**config.mk**
```make
export PLATFORM = sky130hd
export DESIGN_NAME = sip_cell
export DESIGN_NICKNAME = d
export VERILOG_FILES = /design/src/hw/rtl/sip_pkg.sv /design/src/hw/rtl/sip_cell.sv
export SDC_FILE = /design/constraint.sdc
export NUM_CORES = 1
export LEC_CHECK = 0
export BUFFER_PORTS_ARGS = -buffer_cell sky130_fd_sc_hd__buf_2
export CORE_ASPECT_RATIO = 0.8
export CORE_UTILIZATION = 44
export CTS_CLUSTER_SIZE = 24
export DETAILED_ROUTE_END_ITERATION = 10
export PLACE_DENSITY = 0.73
export SETUP_SLACK_MARGIN = 0.4
export SLEW_MARGIN = 20
export SYNTH_ARGS = -nofsm -noshare
export SYNTH_HDL_FRONTEND = slang
export SYNTH_SLANG_ARGS = --single-unit
```
**constraint.sdc**
```tcl
create_clock -name i_clk -period 12.15 [get_ports i_clk]
set_input_delay 2.43 -clock i_clk [delete_from_list [all_inputs] [get_ports i_clk]]
set_output_delay 2.43 -clock i_clk [all_outputs]
set_load 0.05 [all_outputs]
```
**src/hw/rtl/sip_pkg.sv**
```systemverilog
package sip_pkg;

    localparam int CoordBits = 16;
    localparam int DiffBits  = CoordBits + 1;
    localparam int ProdBits  = 2 * CoordBits + 2;
    localparam int NumBits   = 2 * CoordBits + 3;
    localparam int RemBits   = NumBits;
    // front stages plus one cell per magnitude bit plus the output stage
    localparam int Latency   = 4 + DiffBits + 1;

    typedef struct packed {
        logic signed [CoordBits-1:0] a_start_x;
        logic signed [CoordBits-1:0] a_start_y;
        logic signed [CoordBits-1:0] a_end_x;
        logic signed [CoordBits-1:0] a_end_y;
        logic signed [CoordBits-1:0] b_start_x;
        logic signed [CoordBits-1:0] b_start_y;
        logic signed [CoordBits-1:0] b_end_x;
        logic signed [CoordBits-1:0] b_end_y;
    } t_sip_in;

    typedef struct packed {
        logic                        hit;
        logic signed [CoordBits-1:0] cross_x;
        logic signed [CoordBits-1:0] cross_y;
    } t_sip_out;

    // one division lane: remainder, quotient, scale magnitude and its sign
    typedef struct packed {
        logic [RemBits-1:0]  rem;
        logic [DiffBits-1:0] quo;
        logic [DiffBits-1:0] mag;
        logic                neg;
    } t_sip_lane;

    // data handed from cell to cell
    typedef struct packed {
        logic                        valid;
        logic                        hit;
        logic [NumBits-1:0]          num;
        logic [NumBits-1:0]          den;
        logic signed [CoordBits-1:0] x1;
        logic signed [CoordBits-1:0] y1;
        t_sip_lane                   lx;
        t_sip_lane                   ly;
    } t_sip_pipe;

endpackage

```
**src/hw/rtl/sip_cell.sv**
```systemverilog
module sip_cell #(
    parameter int BIT_IDX = 0
) (
    input  logic               i_clk,
    input  logic               i_rst_n,
    input  sip_pkg::t_sip_pipe i_pipe,
    output sip_pkg::t_sip_pipe o_pipe
);

    localparam int RW = sip_pkg::RemBits;

    sip_pkg::t_sip_pipe r_pipe, n_pipe;

    // one restoring step: double, reduce, add numerator on a set bit, reduce
    function automatic sip_pkg::t_sip_lane lane_step(sip_pkg::t_sip_lane l,
            logic [RW-1:0] num, logic [RW-1:0] den);
        sip_pkg::t_sip_lane o;
        o     = l;
        o.rem = {l.rem[RW-2:0], 1'b0};
        o.quo = {l.quo[sip_pkg::DiffBits-2:0], 1'b0};
        if (o.rem >= den) begin
            o.rem = o.rem - den;
            o.quo = o.quo + 1'b1;
        end
        if (l.mag[BIT_IDX]) begin
            o.rem = o.rem + num;
            if (o.rem >= den) begin
                o.rem = o.rem - den;
                o.quo = o.quo + 1'b1;
            end
        end
        return o;
    endfunction

    always_comb begin
        n_pipe    = i_pipe;
        n_pipe.lx = lane_step(i_pipe.lx, i_pipe.num, i_pipe.den);
        n_pipe.ly = lane_step(i_pipe.ly, i_pipe.num, i_pipe.den);
    end

    // hold valid, advance payload
    always_ff @(posedge i_clk) begin
        if (!i_rst_n) begin
            r_pipe.valid <= 1'b0;
        end else begin
            r_pipe.valid <= n_pipe.valid;
        end
    end

    always_ff @(posedge i_clk) begin
        r_pipe.hit <= n_pipe.hit;
        r_pipe.num <= n_pipe.num;
        r_pipe.den <= n_pipe.den;
        r_pipe.x1  <= n_pipe.x1;
        r_pipe.y1  <= n_pipe.y1;
        r_pipe.lx  <= n_pipe.lx;
        r_pipe.ly  <= n_pipe.ly;
    end

    assign o_pipe = r_pipe;

endmodule

```
== Word-level counts from Yosys, hierarchy flattened ==
Cells that the tools add are included.

* Register bits after elaboration: 244
* Latch bits: 0
* Bits in writable memories: 0
* Bits in read-only memories: 0
* Bits of input ports: 246
* Memories: 0

* Add/sub/neg operators: 10
* Multipliers: 0
* Div/mod/pow operators: 0
* $lt $le $gt $ge: 4
* Equality and inequality tests: 0
* Shifts and indexed selects: 0
* Mux-type cells: 6
* Bitwise operators: 0
* Reduce and logical (&&, ||, !) cells: 0

{| class="wikitable"
|+ Operators with widths
! operator !! number
|-
| two-way mux 52 bit || 6
|-
| greater-or-equal comparator 35 bit || 4
|-
| subtractor 35 bit || 4
|-
| adder 35 bit || 2
|-
| adder 17 x 1 -> 17 bit (second input constant) || 4
|}

== Logic depth before layout (Yosys ltp) ==
Gate-level depths: netlist of the first run.

* Depth in word-level cells: 6
* Gate-level depth with buffers: 38

== Least setup slack after synthesis of the first run ==
OpenSTA, ideal clock, no wires.

* Kind: input to register
* From: in i_pipe[184] in the netlist's numbering
* To: reg r_pipe (netlist bit o_pipe[122])
* Arrival: 9487 ps
* Data required time: 12035 ps
* Setup slack: 2548 ps
* Cell stages on the path: 34
* Path buffers: 5
* Cell sequence: inv_1 > ha_1 > clkbuf_1 > a21oi_1 > o211ai_1 > a211oi_1 > o31ai_1 > nor2_1 > o21ai_1 > a211o_1 > buf_2 > buf_2 > mux2i_1 > inv_1 > ha_1 > a211oi_2 > o211ai_1 > a41oi_1 > o21ai_1 > a2111oi_0 > o21ai_0 > a311o_1 > xor2_1 > ha_1 > nor3_1 > a2111o_1 > o211ai_1 > nor3_1 > o31ai_4 > buf_4 > buf_4 > mux2i_1 > nand2_1 > o21a_1

{| class="wikitable"
|+ RTL lines
! item !! RTL line !! source
|-
| start, declared || sip_cell.sv:6 || <nowiki>input sip_pkg::t_sip_pipe i_pipe,</nowiki>
|-
| end, declared || sip_cell.sv:12 || <nowiki>sip_pkg::t_sip_pipe r_pipe, n_pipe;</nowiki>
|}

==> results of run 1 <==
==> layout by cell type (no fill, tap or decap), drive strengths merged, types with 50 or more instances in the layout <==
master  count
nand2     194
nand3      50
ha        214
inv       106
buf       514
mux2       63
xnor2     127
o21ai     130
nor2      186
xor2       70
a21oi     194
dfxtp     244
a21o      101
==> per-layer routing <==
layer  wire [um]  vias to the layer above  global-route usage, %  part of all wire [%]
li1            -                     9359                      -                     -
met1       33900                     9245                   47.1                    47
met4        2110                        0                   8.34                   2.9
met3        5830                      110                   4.94                   8.0
met2       30600                      877                   47.1                    42
met5           0                        -                      0                     0
==> cell type report <==
cell class	count	area, sq um
well taps	552	691
inverters	104	390
multi-input cells	1883	13400
fillers	4038	19400
clock buffers	30	654
clock inverters	13	156
diodes	2	5.00
flip-flops and latches	244	4880
repair buffers	514	2660
==> worst max-delay path: cells and delay by family <==
| family | cells | cell delay [ns] |
|---|---|---|
| compound gates | 20 | 4.84 |
| simple gates | 5 | 1.27 |
| buf+inv | 4 | 1.26 |
| fa+ha+maj | 3 | 1.14 |
| xor+xnor | 1 | 0.20 |
==> cells in the mapped netlist, drive strengths merged, types with 6 or more instances <==
library cell | count | area share [%]
or2 | 10 | 0.34
nand2 | 194 | 3.8
a211oi | 27 | 1.1
a2bb2oi | 7 | 0.32
and2 | 19 | 0.63
a221oi | 6 | 0.31
clkbuf | 41 | 0.81
mux2 | 63 | 3.8
mux2i | 23 | 1.2
o2111ai | 7 | 0.32
o31a | 7 | 0.32
xnor2 | 127 | 5.9
a31o | 10 | 0.46
nor3b | 6 | 0.24
nor2b | 21 | 0.69
and4 | 12 | 0.55
a21oi | 194 | 5.2
o211ai | 18 | 0.71
nor4 | 11 | 0.36
a31oi | 37 | 1.3
nor2 | 186 | 3.7
a2111oi | 12 | 0.69
o21bai | 23 | 0.91
nand3 | 50 | 1.3
o21ai | 130 | 3.4
inv | 104 | 2.1
o311ai | 7 | 0.32
buf | 29 | 0.82
o31ai | 16 | 0.80
nand2b | 31 | 1.0
or3 | 22 | 0.72
and3 | 32 | 1.1
dfxtp | 244 | 26
nor3 | 42 | 1.1
fa | 6 | 0.63
ha | 214 | 14
xor2 | 70 | 3.2
nand4 | 29 | 0.95
a211o | 9 | 0.41
a21o | 101 | 4.0
o21a | 35 | 1.4
==> worst min-delay path by stage <==
stage	from	endpoint	slack [ns]
after CTS	i_pipe[87]	o_pipe[87]	1.95
after global routing	i_pipe[87]	o_pipe[87]	1.96
after floorplan	i_pipe[0]	o_pipe[0]	2.46
final	i_pipe[156]	o_pipe[156]	1.97
after detailed placement	i_pipe[140]	o_pipe[140]	2.53
after global placement	i_pipe[84]	o_pipe[84]	2.53
==> cell families after synthesis <==
| logic type | count (synthesis) | synth area share [%] |
|---|---|---|
| AO/OA/AOI/OAI | 702 | 24.8 |
| XOR/XNOR | 197 | 9.08 |
| adder cells (fa/ha/maj) | 220 | 14.7 |
| buffers and inverters | 174 | 3.68 |
| flip-flops | 244 | 25.7 |
| multiplexers | 86 | 5.00 |
| AND/OR/NAND/NOR | 678 | 17.1 |
==> power breakdown <==
group          internal (mW)  switching [mW]
Clock                  0.448           0.338
Sequential             0.956          0.0473
Combinational           1.13            2.10
Total                   2.53            2.49
==> through the flow <==
stage | cells | setup WS, ns
6_report | 3342 | 1.41
5_1_grt | 3342 | 0.767
4_1_cts | 3340 | 1.63
3_5_place_dp | 3297 | 1.07
3_3_place_gp | 3297 | 1.10
2_1_floorplan | 2301 | 2.55
==> key figures, run 1 <==
Clock network
  – Hold buffer count at cts: 0
  – Bufs on Longest Clock Path: 3
  – TritonCTS buffer count: 25
  – CTS root buf: clkbuf_16
  – CTS tree: built
  – Post CTS Setup Buffer Count: 0
  – Clk sinks: 244
  – Post-CTS resize count: 0
  – Reg clk slew, reported paths: 0.06 ns
  – Htree depth: 1

Detailed routing
  – Vias per cell: 5.86
  – WL/cell: about 22 um
  – Via count: 19.6k
  – First drt pass iteration count: 5
  – Remaining routing DRC violations: 0
  – Routed Antenna Nets: 0
  – First-iteration detailed-routing DRC count: 2,094
  – DRT Wirelength: 72,500 um

STA
  – Hold WS: 1.97 ns
  – RSZ-0062 raised after global routing: no
  – Pins Over Slew Limit: 0
  – Final period util: 88.4%
  – Fin crit period: 10.74 ns
  – Setup violators final: 0
  – Fmax: 93.1 MHz
  – Hold Violations, Final: 0
  – Relative slew slack: 25.6%
  – Setup_tns: 0 ns
  – Worst-Margin Slew: approximately 1.1 ns

Floorplanning
  – FP Rows: between 60 and 70
  – Die width: 234 um
  – CORE AREA: 42,300 sq um
  – Die Height: between 150 and 200 um
  – Starting Density: 45.0%
  – DIE AREA: 44,000 sq um
  – Top-Level Pins: 490

Synth
  – Syn avg cell area: 8.26 sq um
  – Synth Register Bits: 244
  – Post-synth EDFFs: 0
  – Sequential cell area fraction in the yosys report: 25.7%
  – YS warnings: 0
  – Fraction of registers with async set or reset after synthesis: 0%
  – Top FF cell, synth: dfxtp_1
  – Syn nets: between 2k and 3k
  – Mapped Area: between 15,000 and 20,000 sq um
  – Synth cell types: 89
  – Cells after Synth: between 2k and 2.5k

Cells and area
  – Final Core Density: a little over half
  – Final Instance Area: 22,900 sq um
  – Synth-to-layout area growth: 20.3%
  – Nets@finish: 3,238
  – Max reg flops: 244
  – Share of layout cells above drive strength 1: 23.4%

Power and ir drop
  – PD cells: 220 nW/um^2
  – Power Total: roughly 5 mW
  – Peak VDD IR: 0.000125 V
  – Leak: 10.9 nW

Worst setup path
  – Critical Setup Path Class: in2reg
  – CP dominant cell by count: a21o_1
  – Largest stage delay, worst path: about 0.86 ns
  – Startpoint types: input port
  – Worst Setup SP: i_pipe[173]
  – Kind of end point of the critical path: flip-flop
  – Worst EP arrival: 11.18 ns
  – CP required: between 10 and 15 ns
  – CP max stage cell: nor2_1
  – Max FO, Critical Path: 27
  – Critical Path End: o_pipe[62]

GRT
  – First-pass GRT wire length: 107,000 um
  – Total GRT Usage: between 30% and 40%
  – Antenna violations before repair: 7
  – Pin count of the biggest net entering global routing: 76
  – Total gr overflow: 0
  – Vias in the first global route: 18.4k

Placement
  – HPWL Detailed: 59,800 um
  – Placed Area: approximately 22,000 sq um
  – RePlAce Congestion: 0.976
  – PortBufs: 485

Hold path
  – Hold-critical path depth: 1
  – Hold crit path type: in2reg

Job
  – Max-Cap Viols: 0

Run status
  – Status: finished, final reports clean
Power figures use the tool's default switching activity.
==> run 2, diff against run 1 <==
--- a/config.mk
+++ b/config.mk
@@ -6,7 +6,6 @@
 export NUM_CORES = 1
 export LEC_CHECK = 0
 export BUFFER_PORTS_ARGS = -buffer_cell sky130_fd_sc_hd__buf_2
-export CORE_ASPECT_RATIO = 0.8
 export CORE_UTILIZATION = 44
 export CTS_CLUSTER_SIZE = 24
 export DETAILED_ROUTE_END_ITERATION = 10
==> run 2 against run 1 <==
Against the previous run:
- sequential cell count unchanged
- routed wire length decreased by 3.8%
- maximum frequency increased by 0.42%
- sequential power about the same
- critical path depth decreased by 3
- sequential share of layout area decreased by 0.25 points
- largest cell class unchanged
- clock power increased by 20%
- first-iteration DRC count decreased by 32%
- utilization increased by 0.56 points
==> key figures, run 2 (synthesis gave the netlist of run 1 again) <==
Run status
  – Status: finished, final reports clean

Detailed routing
  – First drt pass iteration count: 5
  – Metal3 WL: about 4500 um
  – Routed met2 length: roughly 32,000 um
  – Routed Antenna Nets: 0
  – Remaining routing DRC violations: 0
  – First-iteration detailed-routing DRC count: about 1.4k
  – Met1 wire length: roughly 30,000 um
  – WL/cell: 20.7 um
  – Vias per cell: 5.73
  – Via count: a little under 20k
  – DRT Wirelength: 69,700 um
  – Top sig layer: met5

Cells and area
  – Nets@finish: approximately 3.2k
  – Most frequent cells in the layout: buf_2 (485), dfxtp_1 (244), ha_1 (214), nand2_1 (194), a21oi_1 (191)
  – Most common library cell in the layout ignoring fill and taps: buf_2
  – Max reg flops: 244
  – Area of the multi-input gates: about 13,000 sq um
  – # fillers: 3,974
  – Final Instance Area: 23,100 sq um
  – Synth-to-layout area growth: 21.7%
  – FF+latch area: 4880 sq um
  – Share of layout cells above drive strength 1: 23.6%

STA
  – Hold WS: between 1.5 and 2 ns
  – RSZ-0062 raised after global routing: no
  – Setup violators final: 0
  – Fmax: 93.5 MHz
  – Setup WS post-layout: 1.46 ns
  – Worst-Margin Slew: 0.884 ns
  – Relative slew slack: around 41%
  – Hold Violations, Final: 0
  – Fin crit period: 10.69 ns
  – Setup_tns: 0 ns
  – Pins Over Slew Limit: 0
  – Final period util: 88.0%

Power and ir drop
  – Int Pwr: 2.70 mW
  – Peak VDD IR: 0.000158 V
  – Clock network power share: 18.4%
  – Flop pwr share: 19.5%
  – Sw frac: 47.4%
  – Gate power share: 62.1%
  – Leak: around 11 nW
  – PD cells: 221 nW/um^2
  – Sw Pwr: around 2.4 mW

Placement
  – Pre-CTS worst setup slack: between 1 and 1.5 ns
  – HPWL Detailed: 57,700 um
  – PortBufs: slightly below 500
  – RePlAce Congestion: roughly 0.97
  – Placed Area: between 20,000 and 25,000 sq um

Clock network
  – Reg clk slew, reported paths: 0.06 ns
  – CTS tree: built
  – CTS root buf: clkbuf_16
  – TritonCTS buffer count: 26
  – Htree depth: 1
  – Bufs on Longest Clock Path: 3
  – Clk sinks: between 200 and 250
  – Hold buffer count at cts: 0
  – Post-CTS resize count: 0
  – Post CTS Setup Buffer Count: 0

Floorplanning
  – DIE AREA: 44,000 sq um
  – Die Height: 210 um
  – CORE AREA: 42,300 sq um
  – Die width: 210 um
  – Top-Level Pins: 490
  – Starting Density: 44.9%
  – FP Rows: 75

GRT
  – Total gr overflow: 0
  – Pin count of the biggest net entering global routing: 76
  – Total GRT Usage: 30.5%
  – Vias in the first global route: between 15k and 20k
  – First-pass GRT wire length: 104,000 um
  – Antenna violations before repair: 8

Worst setup path
  – CP max stage cell: a2111oi_0
  – Critical Setup Path Class: in2reg
  – Worst EP arrival: 11.12 ns
  – CP required: 12.58 ns
  – Startpoint types: input port
  – Kind of end point of the critical path: flip-flop
  – Largest stage delay, worst path: 0.61 ns
  – Max FO, Critical Path: 10

Job
  – Max-Cap Viols: 0

Hold path
  – Hold crit path type: in2reg
## run 2: changes by cell type in the layout (fill, tap and decap cells not counted), sizes merged
cell / delta
bufinv: +5
clkbuf: +3
clkinv: -2
diode: +5
inv: -1
## run 2: worst paths after layout
| path | end | start | cells after the start |
|---|---|---|---|
| worst max-delay path | o_pipe[132] | i_pipe[185] | 30 |
| worst min-delay path | o_pipe[166] | i_pipe[166] | 1 |
## run 2: final cells by class
class	instances	area share, %
multi-input combinational	1883	58.0
sequential	244	21.1
timing repair buffer	514	11.5
clock buffer	33	3.19
tap	577	3.12
inverter	104	1.69
clock inverter	15	1.26
antenna	7	0.0757
## run 2: stage by stage
stage	util, %	total power, mW	cells
after global routing	54.7	5.44	3373
after global placement	52.2	4.10	3322
after floorplan	-	3.41	2301
final	54.7	5.12	3377
after detailed placement	52.2	4.14	3322
after CTS	54.6	5.11	3370
## run 2: power groups by stage
stage,Sequential (mW),Clock [mW],Combinational (mW)
after detailed placement,1.02,0,3.12
after floorplan,1.56,0,1.85
after global routing,1.01,0.993,3.43
final,1.00,0.942,3.18
after global placement,1.01,0,3.09
after CTS,1.00,0.962,3.14
## run 2: critical path, delay by kind of cell
family | cells | cell delay (ns)
adder cells (fa/ha/maj) | 3 | 1.18
buffers and inverters | 4 | 0.56
multiplexers | 3 | 1.05
XOR/XNOR | 1 | 0.17
AO/OA/AOI/OAI | 11 | 3.95
AND/OR/NAND/NOR | 8 | 1.73
## run 2: metal layers
metal	global-route usage [%]	up-vias
li1	-	9356
met1	39.5	8992
met2	50.6	842
met3	3.37	147
met4	14.5	2
met5	0	-
==> run 3, diff against run 2 <==
--- a/config.mk
+++ b/config.mk
@@ -10,6 +10,7 @@
 export CTS_CLUSTER_SIZE = 24
 export DETAILED_ROUTE_END_ITERATION = 10
 export PLACE_DENSITY = 0.73
+export REMOVE_ABC_BUFFERS = 1
 export SETUP_SLACK_MARGIN = 0.4
 export SLEW_MARGIN = 20
 export SYNTH_ARGS = -nofsm -noshare
==> run 3 against run 2 <==
Against the previous run:
- clock power down 16%
- sequential power about the same
- critical endpoint is now o_pipe[100]
- total power up 0.33%
==> key figures, run 3 (synthesis gave the netlist of run 1 again) <==
Run status
  – Status: finished, final reports clean

Cells and area
  – FF+latch area: 4880 sq um
  – Final Core Density: between 50% and 60%
  – Nets@finish: 3,287
  – Most common library cell in the layout ignoring fill and taps: buf_2
  – Final Instance Area: 23,300 sq um
  – Synth-to-layout area growth: 22.7%
  – Area of the multi-input gates: about 13,000 sq um
  – Most frequent cells in the layout: buf_2 (485), dfxtp_1 (244), ha_1 (214), nand2_1 (194), a21oi_1 (191)
  – # fillers: approximately 4k
  – Max reg flops: 244
  – Share of layout cells above drive strength 1: between 20 and 25%

Detailed routing
  – Routed Antenna Nets: 0
  – Vias per cell: between 5 and 6
  – First-iteration detailed-routing DRC count: 1,445
  – First drt pass iteration count: 6
  – Via count: 19.7k
  – DRT Wirelength: about 73,000 um
  – Remaining routing DRC violations: 0
  – WL/cell: 21.2 um

Job
  – Max-Cap Viols: 0

Worst setup path
  – Max FO, Critical Path: 11
  – Critical Path End: o_pipe[100]
  – Worst Setup SP: i_pipe[186]
  – CP required: 12.59 ns
  – CP max stage cell: nor3_1
  – Startpoint types: input port
  – Kind of end point of the critical path: flip-flop
  – Critical Setup Path Class: in2reg
  – CP dominant cell by count: buf_4
  – Worst EP arrival: 10.92 ns
  – Largest stage delay, worst path: 0.54 ns

Floorplanning
  – Starting Density: 44.9%
  – Die Height: 210 um
  – Top-Level Pins: 490
  – Die width: 210 um
  – CORE AREA: between 40,000 and 50,000 sq um
  – FP Rows: 75
  – DIE AREA: 44,000 sq um

Clock network
  – Hold buffer count at cts: 0
  – CTS tree: built
  – Reg clk slew, reported paths: approximately 0.060 ns
  – Bufs on Longest Clock Path: 3
  – TritonCTS buffer count: 27
  – Post-CTS resize count: 0
  – Clk sinks: approximately 240
  – Htree depth: 1
  – CTS root buf: clkbuf_16
  – Post CTS Setup Buffer Count: 0

STA
  – Setup_tns: 0 ns
  – Hold Violations, Final: 0
  – Fin crit period: 10.47 ns
  – Fmax: 95.5 MHz
  – Setup violators final: 0
  – Relative slew slack: between 40% and 50%
  – Setup WS post-layout: roughly 1.7 ns
  – Pins Over Slew Limit: 0
  – RSZ-0062 raised after global routing: no
  – Final period util: 86.2%
  – Worst-Margin Slew: 0.801 ns

Placement
  – PortBufs: 485
  – HPWL Detailed: between 60,000 and 70,000 um
  – Pre-CTS worst setup slack: 1.23 ns
  – RePlAce Congestion: 0.944
  – Placed Area: 22,500 sq um

Power and ir drop
  – Leak: about 11 nW
  – Peak VDD IR: 0.000151 V
  – Power Total: between 5 and 6 mW
  – PD cells: about 220 nW/um^2

Hold path
  – Hold path start: i_pipe[3]
  – Hold crit path type: in2reg

GRT
  – Total gr overflow: 0
  – Total GRT Usage: 31.7%
  – Antenna violations before repair: 7
  – Pin count of the biggest net entering global routing: 76
  – Vias in the first global route: 18.7k
  – First-pass GRT wire length: 107,000 um
==> run 3: layout make-up <==
| class | instances | share of cell area, % |
|---|---|---|
| Clock buffer | 34 | 3.14 |
| Multi-Input combinational cell | 1883 | 57.6 |
| Clock inverter | 14 | 0.478 |
| Inverter | 104 | 1.67 |
| Tap cell | 577 | 3.10 |
| Antenna cell | 1 | 0.0107 |
| Sequential cell | 244 | 20.9 |
| Timing Repair Buffer | 561 | 13.1 |
==> run 3: worst max-delay path, delay by kind of cell <==
family | cells | cell delay [ns]
xor+xnor | 2 | 0.37
fa+ha+maj | 4 | 1.45
compound gates | 9 | 2.39
simple gates | 15 | 2.93
buf+inv | 10 | 1.31
==> run 3: metrics by stage <==
stage               cells  hold slack, ns
finish               3418            1.97
CTS                  3417            1.95
global placement     3369            2.53
global route         3418            1.96
floorplan            2231            2.46
detailed placement   3369            2.53
==> run 3: per-layer routing <==
metal  routed length, um  GRT usage, %
met5                  32             0
met4                3050          12.7
met3                5870          5.49
met2               33300          53.4
met1               30400          39.9
==> run 3: where the power goes <==
| group | internal (mW) | switching, mW | total, mW | leakage (nW) |
|---|---|---|---|---|
| combinational | 1.22 | 2.13 | 3.35 | 8.69 |
| clock | 0.433 | 0.355 | 0.788 | 0.405 |
| sequential | 0.956 | 0.0413 | 0.997 | 2.06 |
| total | 2.61 | 2.53 | 5.14 | 11.2 |
==> run 3: worst min-delay path by stage <==
stage          slack [ns]           to  cells past startpoint
3_5_place_dp         2.53  o_pipe[155]                      1
6_report             1.97    o_pipe[3]                      1
4_1_cts              1.95   o_pipe[14]                      1
2_1_floorplan        2.46    o_pipe[0]                      0
3_3_place_gp         2.53   o_pipe[77]                      1
5_1_grt              1.96  o_pipe[158]                      1
